==> config.mk <==
export PLATFORM = sky130hd
export DESIGN_NAME = screen_byte_pixel_unpacker_flat
export DESIGN_NICKNAME = d
export VERILOG_FILES = /design/src/sbpu_pkg.sv /design/src/sbpu_byte_if.sv /design/src/sbpu_pixel_if.sv /design/src/sbpu_cfg.sv /design/src/sbpu_front.sv /design/src/sbpu_queue.sv /design/src/sbpu_back.sv /design/src/screen_byte_pixel_unpacker.sv /design/src/flat_wrapper.sv
export SDC_FILE = /design/constraint.sdc
export NUM_CORES = 1
export LEC_CHECK = 0
export ABC_AREA = 1
export BUFFER_PORTS_ARGS = -buffer_cell sky130_fd_sc_hd__buf_2
export CAP_MARGIN = 20
export CORE_UTILIZATION = 53
export DETAILED_ROUTE_END_ITERATION = 7
export GPL_TIMING_DRIVEN = 0
export PLACE_DENSITY_LB_ADDON = 0.25
export SETUP_SLACK_MARGIN = 0.2
export SLEW_MARGIN = 20
export SYNTH_ARGS = -nofsm -noshare
export SYNTH_HDL_FRONTEND = slang
export SYNTH_SLANG_ARGS = --single-unit
==> constraint.sdc <==
create_clock -name clk -period 5.43 [get_ports clk]
set_input_delay 1.086 -clock clk [delete_from_list [all_inputs] [get_ports clk]]
set_output_delay 1.086 -clock clk [all_outputs]
set_load 0.02 [all_outputs]
==> src/sbpu_pkg.sv <==
// ----------------------------------------------------------------------------
// sbpu_pkg: shared types and constants of the screen byte pixel unpacker
// Mode codes, register indexes, palette defaults and the command that the
// front end hands to the pixel back end.
// ----------------------------------------------------------------------------
package sbpu_pkg;

	localparam int MAX_BLOCK_ROWS_DEF = 32;
	localparam int PALETTE_ENTRIES    = 16;

	localparam int CFG_IDX_W  = 2;
	localparam int CFG_DATA_W = 64;

	// register indexes
	localparam logic [CFG_IDX_W-1:0] CFG_SCREEN_MODE = 2'd0;
	localparam logic [CFG_IDX_W-1:0] CFG_PALETTE_MAP = 2'd1;
	localparam logic [CFG_IDX_W-1:0] CFG_BLOCK_ROWS  = 2'd2;

	// display modes
	localparam logic [2:0] MODE0 = 3'd0;
	localparam logic [2:0] MODE1 = 3'd1;
	localparam logic [2:0] MODE2 = 3'd2;
	localparam logic [2:0] MODE4 = 3'd4;
	localparam logic [2:0] MODE5 = 3'd5;

	localparam logic [63:0] PAL_RESET   = 64'h0000_0000_0000_0070;
	localparam logic [7:0]  PAL_DEF_1BP = 8'h70;
	localparam logic [15:0] PAL_DEF_2BP = 16'h7310;
	localparam logic [63:0] PAL_DEF_4BP = 64'hFEDC_BA98_7654_3210;
	localparam logic [5:0]  ROWS_RESET  = 6'd32;

	// last block column of a row
	localparam logic [6:0] COLS_LAST_WIDE   = 7'd79;
	localparam logic [6:0] COLS_LAST_NARROW = 7'd39;

	typedef enum logic [1:0] {
		PK_1BPP,
		PK_2BPP,
		PK_4BPP
	} pix_kind_t;

	// configuration as seen by the datapath
	typedef struct packed {
		logic [63:0] palette;
		pix_kind_t   kind;
		logic [6:0]  cols_last;
		logic [6:0]  rows_eff;
		logic        restart;
	} cfg_t;

	// one byte's worth of pixel work
	typedef struct packed {
		logic [7:0] data;
		logic [6:0] col;
		logic [7:0] y;
		pix_kind_t  kind;
		logic       last_byte;
	} cmd_t;

endpackage

==> src/sbpu_byte_if.sv <==
// ----------------------------------------------------------------------------
// sbpu_byte_if: screen byte channel
// Valid/ready channel carrying one screen memory byte per beat.
// ----------------------------------------------------------------------------
interface sbpu_byte_if;
	logic       valid;
	logic       ready;
	logic [7:0] screen_byte;
	logic       frame_start;

	modport source (output valid, output screen_byte, output frame_start, input ready);
	modport sink   (input valid, input screen_byte, input frame_start, output ready);
endinterface

==> src/sbpu_pixel_if.sv <==
// ----------------------------------------------------------------------------
// sbpu_pixel_if: pixel channel
// Valid/ready channel carrying one decoded pixel per beat.
// ----------------------------------------------------------------------------
interface sbpu_pixel_if;
	logic       valid;
	logic       ready;
	logic [9:0] pixel_x;
	logic [7:0] pixel_y;
	logic [3:0] pixel_colour;
	logic       byte_done;
	logic       frame_done;

	modport source (output valid, output pixel_x, output pixel_y, output pixel_colour,
		output byte_done, output frame_done, input ready);
	modport sink   (input valid, input pixel_x, input pixel_y, input pixel_colour,
		input byte_done, input frame_done, output ready);
endinterface

==> src/sbpu_cfg.sv <==
// ----------------------------------------------------------------------------
// sbpu_cfg: configuration registers
// Holds mode, palette and block row count; accepted mode writes reload palette defaults.
// ----------------------------------------------------------------------------
module sbpu_cfg #(
	parameter int MAX_BLOCK_ROWS = sbpu_pkg::MAX_BLOCK_ROWS_DEF
) (
	input  logic                             clk,
	input  logic                             arst_n,
	input  logic                             cfg_we,
	input  logic [sbpu_pkg::CFG_IDX_W-1:0]   cfg_index,
	input  logic [sbpu_pkg::CFG_DATA_W-1:0]  cfg_data,
	output sbpu_pkg::cfg_t                   cfg
);
	import sbpu_pkg::*;

	localparam logic [6:0] MAX_ROWS = 7'(MAX_BLOCK_ROWS);

	logic [2:0]  mode_q;
	logic [63:0] palette_q;
	logic [5:0]  rows_q;
	logic [2:0]  wr_mode;
	logic        mode_ok;

	assign wr_mode = cfg_data[2:0];

	always_comb begin
		unique case (wr_mode) inside
			MODE0, MODE1, MODE2, MODE4, MODE5: mode_ok = 1'b1;
			default:                           mode_ok = 1'b0;
		endcase
	end

	always_ff @(posedge clk or negedge arst_n) begin
		if (!arst_n) begin
			mode_q    <= MODE0;
			palette_q <= PAL_RESET;
			rows_q    <= ROWS_RESET;
		end else begin
			if (cfg_we) begin
				unique case (cfg_index)
					CFG_SCREEN_MODE: begin
						if (mode_ok) begin
							mode_q <= wr_mode;
							unique case (wr_mode) inside
								MODE1, MODE5: palette_q[15:0] <= PAL_DEF_2BP;
								MODE2:        palette_q       <= PAL_DEF_4BP;
								default:      palette_q[7:0]  <= PAL_DEF_1BP;
							endcase
						end
					end
					CFG_PALETTE_MAP: palette_q <= cfg_data;
					CFG_BLOCK_ROWS:  rows_q    <= cfg_data[5:0];
					default: ;
				endcase
			end
		end
	end

	always_comb begin
		cfg.palette = palette_q;
		// restart the position on the same edge as an accepted mode write
		cfg.restart = cfg_we && (cfg_index == CFG_SCREEN_MODE) && mode_ok;
		unique case (mode_q) inside
			MODE1, MODE5: cfg.kind = PK_2BPP;
			MODE2:        cfg.kind = PK_4BPP;
			default:      cfg.kind = PK_1BPP;
		endcase
		unique case (mode_q) inside
			MODE4, MODE5: cfg.cols_last = COLS_LAST_NARROW;
			default:      cfg.cols_last = COLS_LAST_WIDE;
		endcase
		if (rows_q == 6'd0)
			cfg.rows_eff = 7'd1;
		else if ({1'b0, rows_q} > MAX_ROWS)
			cfg.rows_eff = MAX_ROWS;
		else
			cfg.rows_eff = {1'b0, rows_q};
	end

endmodule

==> src/sbpu_front.sv <==
// ----------------------------------------------------------------------------
// sbpu_front: byte intake and screen position tracker
// Accepts bytes, keeps the block position, drops bytes past the frame and
// queues a pixel command for every byte that is inside it.
// ----------------------------------------------------------------------------
module sbpu_front #(
	parameter int MAX_BLOCK_ROWS = sbpu_pkg::MAX_BLOCK_ROWS_DEF
) (
	input  logic            clk,
	input  logic            arst_n,
	sbpu_byte_if.sink       byte_in,
	input  sbpu_pkg::cfg_t  cfg,
	input  logic            q_full,
	output logic            push,
	output sbpu_pkg::cmd_t  push_cmd
);
	import sbpu_pkg::*;

	localparam int RW = (MAX_BLOCK_ROWS > 1) ? $clog2(MAX_BLOCK_ROWS) : 1;

	logic [2:0]    row_q, row_c;
	logic [6:0]    col_q, col_c;
	logic [RW-1:0] bri_q, bri_c;
	logic          done_q, done_c;
	logic          live, last_byte, take;
	logic [RW+2:0] y_full;

	assign byte_in.ready = !q_full;
	assign take          = byte_in.valid && !q_full;

	always_comb begin
		row_c  = byte_in.frame_start ? 3'd0 : row_q;
		col_c  = byte_in.frame_start ? 7'd0 : col_q;
		bri_c  = byte_in.frame_start ? '0 : bri_q;
		done_c = byte_in.frame_start ? 1'b0 : done_q;
		live      = !done_c && (7'(bri_c) < cfg.rows_eff) && (col_c <= cfg.cols_last);
		last_byte = (row_c == 3'd7) && (col_c == cfg.cols_last) &&
			(7'(bri_c) == cfg.rows_eff - 7'd1);
		y_full    = {bri_c, row_c};
	end

	assign push = take && live;

	always_comb begin
		push_cmd.data      = byte_in.screen_byte;
		push_cmd.col       = col_c;
		push_cmd.y         = 8'(y_full);
		push_cmd.kind      = cfg.kind;
		push_cmd.last_byte = last_byte;
	end

	always_ff @(posedge clk or negedge arst_n) begin
		if (!arst_n) begin
			row_q  <= 3'd0;
			col_q  <= 7'd0;
			bri_q  <= '0;
			done_q <= 1'b0;
		end else if (cfg.restart) begin
			row_q  <= 3'd0;
			col_q  <= 7'd0;
			bri_q  <= '0;
			done_q <= 1'b0;
		end else if (take) begin
			row_q  <= row_c;
			col_q  <= col_c;
			bri_q  <= bri_c;
			done_q <= done_c;
			if (live) begin
				if (last_byte) begin
					done_q <= 1'b1;
				end else if (row_c != 3'd7) begin
					row_q <= row_c + 3'd1;
				end else begin
					row_q <= 3'd0;
					if (col_c != cfg.cols_last) begin
						col_q <= col_c + 7'd1;
					end else begin
						col_q <= 7'd0;
						bri_q <= bri_c + RW'(1);
					end
				end
			end
		end
	end

endmodule

==> src/sbpu_queue.sv <==
// ----------------------------------------------------------------------------
// sbpu_queue: two-entry command queue
// Decouples byte intake from pixel generation.
// ----------------------------------------------------------------------------
module sbpu_queue (
	input  logic            clk,
	input  logic            arst_n,
	input  logic            push,
	input  sbpu_pkg::cmd_t  push_cmd,
	output logic            full,
	input  logic            pop,
	output sbpu_pkg::cmd_t  pop_cmd,
	output logic            empty
);
	import sbpu_pkg::*;

	cmd_t       slot_q [2];
	logic       wr_q, rd_q;
	logic [1:0] cnt_q;

	assign full    = (cnt_q == 2'd2);
	assign empty   = (cnt_q == 2'd0);
	assign pop_cmd = slot_q[rd_q];

	always_ff @(posedge clk) begin
		if (push)
			slot_q[wr_q] <= push_cmd;
	end

	always_ff @(posedge clk or negedge arst_n) begin
		if (!arst_n) begin
			wr_q  <= 1'b0;
			rd_q  <= 1'b0;
			cnt_q <= 2'd0;
		end else begin
			if (push)
				wr_q <= !wr_q;
			if (pop)
				rd_q <= !rd_q;
			if (push && !pop)
				cnt_q <= cnt_q + 2'd1;
			else if (pop && !push)
				cnt_q <= cnt_q - 2'd1;
		end
	end

endmodule

==> src/sbpu_back.sv <==
// ----------------------------------------------------------------------------
// sbpu_back: pixel generator
// Steps through the pixels of one queued byte, one per cycle unless the output
// stalls, maps each through the palette and registers it on the pixel channel.
// ----------------------------------------------------------------------------
module sbpu_back (
	input  logic            clk,
	input  logic            arst_n,
	input  sbpu_pkg::cfg_t  cfg,
	input  logic            q_empty,
	input  sbpu_pkg::cmd_t  q_cmd,
	output logic            pop,
	sbpu_pixel_if.source    pixel_out
);
	import sbpu_pkg::*;

	cmd_t       cur_q;
	logic       cur_v_q;
	logic [2:0] pix_q;
	logic       out_v_q;
	logic [9:0] x_q;
	logic [7:0] y_q;
	logic [3:0] colour_q;
	logic       bdone_q, fdone_q;

	logic       adv, last_pix;
	logic [3:0] idx;
	logic [9:0] x;
	logic [7:0] b;

	assign b   = cur_q.data;
	assign adv = !out_v_q || pixel_out.ready;

	always_comb begin
		unique case (cur_q.kind)
			PK_2BPP: begin
				last_pix = (pix_q == 3'd3);
				idx      = {2'b00, b[3'd7 - pix_q], b[3'd3 - pix_q]};
				x        = {1'b0, cur_q.col, pix_q[1:0]};
			end
			PK_4BPP: begin
				last_pix = (pix_q == 3'd1);
				idx      = {b[3'd7 - pix_q], b[3'd5 - pix_q], b[3'd3 - pix_q],
					b[3'd1 - pix_q]};
				x        = {2'b00, cur_q.col, pix_q[0]};
			end
			default: begin
				last_pix = (pix_q == 3'd7);
				idx      = {3'b000, b[pix_q]};
				x        = {cur_q.col, ~pix_q};
			end
		endcase
	end

	// take the next command when idle or when the current byte finishes
	assign pop = !q_empty && (!cur_v_q || (adv && last_pix));

	always_ff @(posedge clk or negedge arst_n) begin
		if (!arst_n) begin
			cur_v_q <= 1'b0;
			pix_q   <= 3'd0;
			out_v_q <= 1'b0;
		end else begin
			if (adv)
				out_v_q <= cur_v_q;
			if (pop) begin
				cur_v_q <= 1'b1;
				pix_q   <= 3'd0;
			end else if (adv && cur_v_q) begin
				if (last_pix)
					cur_v_q <= 1'b0;
				pix_q <= pix_q + 3'd1;
			end
		end
	end

	always_ff @(posedge clk) begin
		if (pop)
			cur_q <= q_cmd;
		if (adv && cur_v_q) begin
			x_q      <= x;
			y_q      <= cur_q.y;
			colour_q <= cfg.palette[{idx, 2'b00} +: 4];
			bdone_q  <= last_pix;
			fdone_q  <= last_pix && cur_q.last_byte;
		end
	end

	assign pixel_out.valid        = out_v_q;
	assign pixel_out.pixel_x      = x_q;
	assign pixel_out.pixel_y      = y_q;
	assign pixel_out.pixel_colour = colour_q;
	assign pixel_out.byte_done    = bdone_q;
	assign pixel_out.frame_done   = fdone_q;

endmodule

==> src/screen_byte_pixel_unpacker.sv <==
// ----------------------------------------------------------------------------
// screen_byte_pixel_unpacker: character-block screen byte to pixel decoder
// Turns screen memory bytes, taken in address order, into palette-mapped
// pixels with x,y coordinates for the one, two and four bit per pixel modes.
// ----------------------------------------------------------------------------
//
//  channel    dir  beat carries                                    handshake
//  ---------  ---  ----------------------------------------------  ---------
//  byte_in    in   screen_byte, frame_start                        valid/ready
//  pixel_out  out  pixel_x, pixel_y, pixel_colour, byte_done,      valid/ready
//                  frame_done
//  cfg_*      in   register index, 64-bit write data               cfg_we only
//
//  A byte yields 8 pixels in modes 0/4, 4 in modes 1/5 and 2 in mode 2; the
//  pixel generator issues one pixel per cycle while the output is not
//  stalled. A byte outside the frame is taken and yields nothing. Two bytes
//  may wait in the command queue while pixels are still held on a stalled
//  output. Reset clears position, queue and output valid; the registers
//  return to mode 0, palette 0x70, 32 block rows.
//
module screen_byte_pixel_unpacker #(
	parameter int MAX_BLOCK_ROWS = sbpu_pkg::MAX_BLOCK_ROWS_DEF
) (
	input  logic                             clk,
	input  logic                             arst_n,
	sbpu_byte_if.sink                        byte_in,
	sbpu_pixel_if.source                     pixel_out,
	input  logic                             cfg_we,
	input  logic [sbpu_pkg::CFG_IDX_W-1:0]   cfg_index,
	input  logic [sbpu_pkg::CFG_DATA_W-1:0]  cfg_data
);
	import sbpu_pkg::*;

	cfg_t cfg;
	logic q_push, q_pop, q_full, q_empty;
	cmd_t q_in, q_out;

	// registers: mode, palette, block row count; accepted mode writes restart the frame
	sbpu_cfg #(
		.MAX_BLOCK_ROWS(MAX_BLOCK_ROWS)
	) u_cfg (
		.clk      (clk),
		.arst_n   (arst_n),
		.cfg_we   (cfg_we),
		.cfg_index(cfg_index),
		.cfg_data (cfg_data),
		.cfg      (cfg)
	);

	// front end: track the block position, drop bytes past the frame
	sbpu_front #(
		.MAX_BLOCK_ROWS(MAX_BLOCK_ROWS)
	) u_front (
		.clk     (clk),
		.arst_n  (arst_n),
		.byte_in (byte_in),
		.cfg     (cfg),
		.q_full  (q_full),
		.push    (q_push),
		.push_cmd(q_in)
	);

	// hold decoded byte commands so intake and output stall on their own
	sbpu_queue u_queue (
		.clk     (clk),
		.arst_n  (arst_n),
		.push    (q_push),
		.push_cmd(q_in),
		.full    (q_full),
		.pop     (q_pop),
		.pop_cmd (q_out),
		.empty   (q_empty)
	);

	// back end: one pixel per beat through the palette
	sbpu_back u_back (
		.clk      (clk),
		.arst_n   (arst_n),
		.cfg      (cfg),
		.q_empty  (q_empty),
		.q_cmd    (q_out),
		.pop      (q_pop),
		.pixel_out(pixel_out)
	);

endmodule

==> src/flat_wrapper.sv <==
// flat-port wrapper written by rule: the top's interface ports become plain ports
module screen_byte_pixel_unpacker_flat import sbpu_pkg::*;
#(
	parameter int MAX_BLOCK_ROWS = sbpu_pkg::MAX_BLOCK_ROWS_DEF
)
  (clk, arst_n, cfg_we, cfg_index, cfg_data, byte_in_valid, byte_in_screen_byte, byte_in_frame_start, byte_in_ready, pixel_out_valid, pixel_out_pixel_x, pixel_out_pixel_y, pixel_out_pixel_colour, pixel_out_byte_done, pixel_out_frame_done, pixel_out_ready);
  sbpu_byte_if byte_in_i ();
  sbpu_pixel_if pixel_out_i ();
  input  logic clk;
  input  logic arst_n;
  input  logic cfg_we;
  input  logic [sbpu_pkg::CFG_IDX_W-1:0] cfg_index;
  input  logic [sbpu_pkg::CFG_DATA_W-1:0] cfg_data;
  input wire logic [$bits(byte_in_i.valid)-1:0] byte_in_valid;
  input wire logic [$bits(byte_in_i.screen_byte)-1:0] byte_in_screen_byte;
  input wire logic [$bits(byte_in_i.frame_start)-1:0] byte_in_frame_start;
  output wire logic [$bits(byte_in_i.ready)-1:0] byte_in_ready;
  output wire logic [$bits(pixel_out_i.valid)-1:0] pixel_out_valid;
  output wire logic [$bits(pixel_out_i.pixel_x)-1:0] pixel_out_pixel_x;
  output wire logic [$bits(pixel_out_i.pixel_y)-1:0] pixel_out_pixel_y;
  output wire logic [$bits(pixel_out_i.pixel_colour)-1:0] pixel_out_pixel_colour;
  output wire logic [$bits(pixel_out_i.byte_done)-1:0] pixel_out_byte_done;
  output wire logic [$bits(pixel_out_i.frame_done)-1:0] pixel_out_frame_done;
  input wire logic [$bits(pixel_out_i.ready)-1:0] pixel_out_ready;
  assign byte_in_i.valid = byte_in_valid;
  assign byte_in_i.screen_byte = byte_in_screen_byte;
  assign byte_in_i.frame_start = byte_in_frame_start;
  assign byte_in_ready = byte_in_i.ready;
  assign pixel_out_valid = pixel_out_i.valid;
  assign pixel_out_pixel_x = pixel_out_i.pixel_x;
  assign pixel_out_pixel_y = pixel_out_i.pixel_y;
  assign pixel_out_pixel_colour = pixel_out_i.pixel_colour;
  assign pixel_out_byte_done = pixel_out_i.byte_done;
  assign pixel_out_frame_done = pixel_out_i.frame_done;
  assign pixel_out_i.ready = pixel_out_ready;
  screen_byte_pixel_unpacker #(.MAX_BLOCK_ROWS(MAX_BLOCK_ROWS)) u_core (.clk(clk), .arst_n(arst_n), .byte_in(byte_in_i), .pixel_out(pixel_out_i), .cfg_we(cfg_we), .cfg_index(cfg_index), .cfg_data(cfg_data));
endmodule
* Word-level counts from Yosys, hierarchy flattened *
Memories as Yosys holds them, arrays and structs flattened. A register that Yosys moved wholly into a read port is not among the register bits.
Cells that the tools add are included.

cells by class
  $add $sub $neg = 11
  order comparisons = 8
  equal/unequal tests = 24
  shift operators = 1
  mux-type cells = 57
  bitwise operators = 1
  reductions and logical operators = 45

operator list
  operator             number
  $pmux 64 s2          1
  $mux 64              1
  $shiftx 64x7->4      1
  $mux 7               9
  $mux 48              1
  $mux 5               7
  $mux 3               8
  $lt 3x4->1 const B   5
  $pmux 10 s2          1
  $eq 3x3->1 const B   6
  $mux 1               16
  $pmux 8 s2           1
  $bmux 1 s3           5
  $logic_and 1x1->1    14
  $mux 6               2
  $reduce_bool 2->1    5
  $eq 3x1->1 const B   3
  $eq 3x2->1 const B   3
  $logic_not 1->1      9
  $pmux 4 s2           1
  $reduce_and 4->1     2
  $add 7x1->7 const B  1
  $eq 5x7->1           1
  $eq 7x7->1           1
  other kinds (30)     43

storage, ports and cells
  register bits after elaboration = 122
  RAM bits = 52
  input bits = 80
  output and inout port bits = 26
  memories = 1

memories
  memory                 depth  bits a word  rd ports  clocked after memory_dff  write ports  RTL line          RTL
  u_core.u_queue.slot_q  2      26           1         1                         1            sbpu_queue.sv:17  cmd_t slot_q [2];

* Depth between registers and ports, before layout *
  depth in word-level cells = 11
  depth in mapped cells = 20
  gate-level depth less buffers = 18

* Cells and area by module *
A second synthesis with hierarchy kept.

second synthesis, totals
  cell total of the unflattened synthesis = 1159
  area total of the unflattened synthesis = 10368.7 um2

by module, submodules not included
  module      instances  cells each  area an instance (um2)  sequential area each (um2)
  sbpu_cfg    1          375         3163.0                  1831.8
  sbpu_back   1          344         3020.4                  1626.6
  sbpu_queue  1          106         2183.3                  1661.6
  sbpu_front  1          334         2001.9                  400.4

* Worst setup path before layout *
Ideal clock, no wire load.

  path kind = input to register
  from = input byte_in_frame_start
  to = memory u_core.u_queue.slot_q[1][0] in the netlist's numbering (enable)
  arrival = 3.688 ns
  required time = 5.021 ns
  slack = 1.333 ns
  stages on the path = 12
  cell sequence = buf_4 clkbuf_1 nor2_1 ha_1 inv_1 nor2_1 nand2_1 nand2_1 nand4_4 nor2_1 inv_1 nor2_1

RTL lines
  item         RTL line            RTL
  from (decl)  flat_wrapper.sv:16  input wire logic [$bits(byte_in_i.frame_start)-1:0] byte_in_frame_start;
  to (decl)    sbpu_queue.sv:17

==> metrics.md <==
| Metric | Value |
|---|---|
| Status | finished clean |
| Remaining antenna violation count | 0 |
| Initial DRC Count | 540 |
| RSZ-0062 raised after global routing | false |
| Synth Net Count | 1147 |
| YS warnings | 0 |
| Later-pin clock latency in the skew report | 440 ps |
| Most common cell in the synthesized netlist | nand2_1 |
| FP Rows | 48 |
| Dpl hpwl | 15900 um |
| Routed wire length | 22100 um |
| Initial antenna violation count | 0 |
| Final hold vios | 0 |
| IO Count | ~110 |
| Worst-path clk slew | 60 ps |
| Seq pwr share | 37.7% |
| CTS Sinks | 200 |
| CP arrival | 3670 ps |
| Max cap viols | 0 |
| Tcrit/Tclk final | around 65% |
| Die height | 136 um |
| Fin. max-slew vios | 0 |
| First-pass GRT wire length | 35100 um |
| TritonCTS clock tree | done |
| Syn-to-layout area delta | 16.1% |
| Antenna cells | 0 |
| Synth top area share | 32.1% |
| Clock group share of total power | between 20% and 30% |
| Placer's final routability congestion estimate | about 0.9 |
| Startpoint types | input pin |
| Number of global-route vias before repair | 7192 |
| CP most frequent cell | nor2_1 |
| Worst-Margin Slew | a little over 600 ps |
| Overflow after GRT | 0 |
| Minimum clock period | roughly 3500 ps |
| Hold Crit Class | reg -> reg |
| Root buffer cell | clkbuf_16 |
| Yosys top cell by area | edfxtp_1 |
| Worst slew margin | around 58% |
| Pint | 3.72 mW |
| Total Nets Final | between 1000 and 1500 |
| Slowest cell on crit path | nor2_1 |
| Vias per cell | 5.34 |
| DR pass1 iterations | 5 |
| Post-synth EDFFs | 102 |
| Comb pwr share | 42.4% |
| Worst reg2reg setup slack | 2390 ps |
| DIE WIDTH | 136 um |
| Commonest cells post-synth | 298 x nand2_1, 109 x o21ai_0, 102 x edfxtp_1 |
| CP Data Required Time | 5570 ps |
| Vias | 7556 |
| Critical-path cell list | buf_4, clkbuf_1, nor2_1, ha_1, inv_1, nor2_1, nand2_1, nand2_1, nand4_4, nor2_1, inv_1, nor2_4, buf_16 |
| Final setup viols | 0 |
| Yosys reg bits | 200 |
| Post-synthesis cell count | roughly 1000 |
| Post-synthesis async set-or-reset flop share | a little under 50% |
| Largest net degree at the start of global routing | 78 |
| Clock skew | 12.2 ps |
| NetSw | between 2 and 2.5 mW |
| CTS H-tree depth | 4 |
| Starting Density | 54.7% |
| GRT Total Usage | between 20% and 30% |
| Post-route insts no fill | 1414 |
| Post-Syn Area | 9530 um^2 |
| # DRC | 0 |
| Critical path's largest stage delay | between 300 and 400 ps |
| Hold_buf cts | 0 |
| Placeable core region | ~17000 um^2 |
| VDD IR max | 0.496 mV |
| Final TNS setup | 0 ps |
| Setup CP Type | in -> reg |
| Sequential share of the synthesized area | 57.9% |
| Leakage Power | 5.03 nW |
| Post-cts sizing count | 0 |
| Num CTS Buffers | 17 |
| Synth top area cells | edfxtp_1 32%, dfrtp_1 25%, nand2_1 12%, o21ai_0 5.7%, nand3_1 4.9% |
| PD cells | approximately 560 nW/um^2 |
| Die ar. | 18500 um^2 |
| Synth cell types | 47 |
| Post CTS Setup Buffer Count | 0 |
| Worst setup EP type | flop |
| Layout cells sized above 1 | ~16% |
| Inst Count DP | around 1400 |
| Average size of a mapped cell | 9.09 um^2 |
| Ys flop type | edfxtp_1 |
| Crit Path Max Fanout | 20 |
| PortBufs | 104 |
| CTS max path bufs | 2 |
| Max Fclk | 283 MHz |
| WL/cell | 15.6 um |
| Net Sw Frac | 40.2% |
[power by group through the flow]
stage | clock network (mW) | logic, mW | registers (mW)
floorplan | 0 | 1.68 | 2.46
global placement | 0 | 2.49 | 2.37
detailed placement | 0 | 2.62 | 2.37
CTS | 1.25 | 2.63 | 2.34
global route | 1.32 | 2.91 | 2.38
finish | 1.24 | 2.63 | 2.34
[registers in the layout (all words and copies together), names as in the netlist, 2 cells and up]
register and cells:
u_core.u_back.cur_q 18, u_core.u_back.pixel_out.pixel_x 10, u_core.u_cfg.rows_q 6, u_core.u_back.pix_q 3
u_core.u_front.row_q 3, u_core.u_back.pixel_out.pixel_colour 4, u_core.u_queue.cnt_q 2, u_core.u_queue.slot_q 52
u_core.u_front.col_q 7, u_core.u_back.pixel_out.pixel_y 8, u_core.u_cfg.mode_q 3, u_core.u_back.b 8
u_core.u_cfg.palette_q 64, u_core.u_front.bri_q 5
[path summary, 6_finish.rpt]
kind                                        start                                 end  cells after the start
max                           byte_in_frame_start         u_core.u_queue.slot_q[0][1]                     13
min                        u_core.u_back.cur_q[8]  u_core.u_back.pixel_out.pixel_y[5]                      0
max reg2reg                u_core.u_cfg.rows_q[2]         u_core.u_queue.slot_q[0][1]                     13
min reg2reg                u_core.u_back.cur_q[8]  u_core.u_back.pixel_out.pixel_y[5]                      0
max in group asynchronous                  arst_n              u_core.u_cfg.rows_q[5]                      2
min in group asynchronous                  arst_n              u_core.u_back.pix_q[0]                      1
[cells by family (layout without fill, tap and decap cells)]
family          after synthesis  in the layout  share of synthesized area, %
xor+xnor                      7              7                         0.643
buf+inv                     152            293                          6.63
compound gates              169            169                          9.64
simple gates                501            501                          22.7
fa+ha+maj                    19             19                          2.49
flops                       200            200                          57.9
[stage by stage]
| step | power (mW) | utilization, % | hold WS, ps | setup WS [ps] | instance area, um^2 |
|---|---|---|---|---|---|
| after floorplan | 4.13 | - | 400 | 1330 | 9530 |
| after global placement | 4.86 | 59.3 | 403 | 228 | 10300 |
| after detailed placement | 4.99 | 60.2 | 406 | 1480 | 10500 |
| after CTS | 6.23 | 63.5 | 421 | 1900 | 11100 |
| after global routing | 6.61 | 63.5 | 428 | 1670 | 11100 |
| final | 6.22 | 63.5 | 420 | 1900 | 11100 |
[critical path, delay by kind of cell]
family | cells | cell delay (ps)
adder cells (fa/ha/maj) | 1 | 230
buffers and inverters | 5 | 870
AND/OR/NAND/NOR | 7 | 1480
[per-layer routing]
layer | GRT usage [%] | vias to the layer above | routed length (um)
met3 | 5.18 | 38 | 1420
li1 | - | 3747 | -
met2 | 42.0 | 228 | 10700
met5 | 0 | - | 0
met4 | 9.07 | 0 | 464
met1 | 31.7 | 3543 | 9570
[cell usage in the layout (no fill, tap or decap), types with 5 or more instances in the layout]
| master | netlist | routed |
|---|---|---|
| nor2_1 | 66 | 63 |
| clkbuf_16 | 0 | 19 |
| dfrtp_1 | 94 | 94 |
| buf_4 | 6 | 6 |
| nand2_2 | 7 | 7 |
| a21oi_1 | 14 | 14 |
| ha_1 | 19 | 19 |
| edfxtp_1 | 102 | 102 |
| o211ai_1 | 7 | 7 |
| nand4_1 | 10 | 10 |
| inv_1 | 99 | 99 |
| nand2_1 | 298 | 298 |
| buf_2 | 5 | 108 |
| o21ai_0 | 109 | 109 |
| xor2_1 | 6 | 6 |
| clkbuf_1 | 24 | 26 |
| buf_6 | 4 | 5 |
| nand3_1 | 94 | 94 |
| inv_2 | 8 | 8 |
| o21ai_1 | 21 | 21 |
[area by class of cell]
type                            count  area (um^2)
Buffer                             42          216
Sequential cell                   200         5520
Inverter                          110          415
Tap cell                          225          282
Clock inverter                     10         90.1
Fill cell                        1422         6350
Timing Repair Buffer              109          652
Multi-Input combinational cell    696         3400
Clock buffer                       22          488
(Power assumes the default switching activity.)
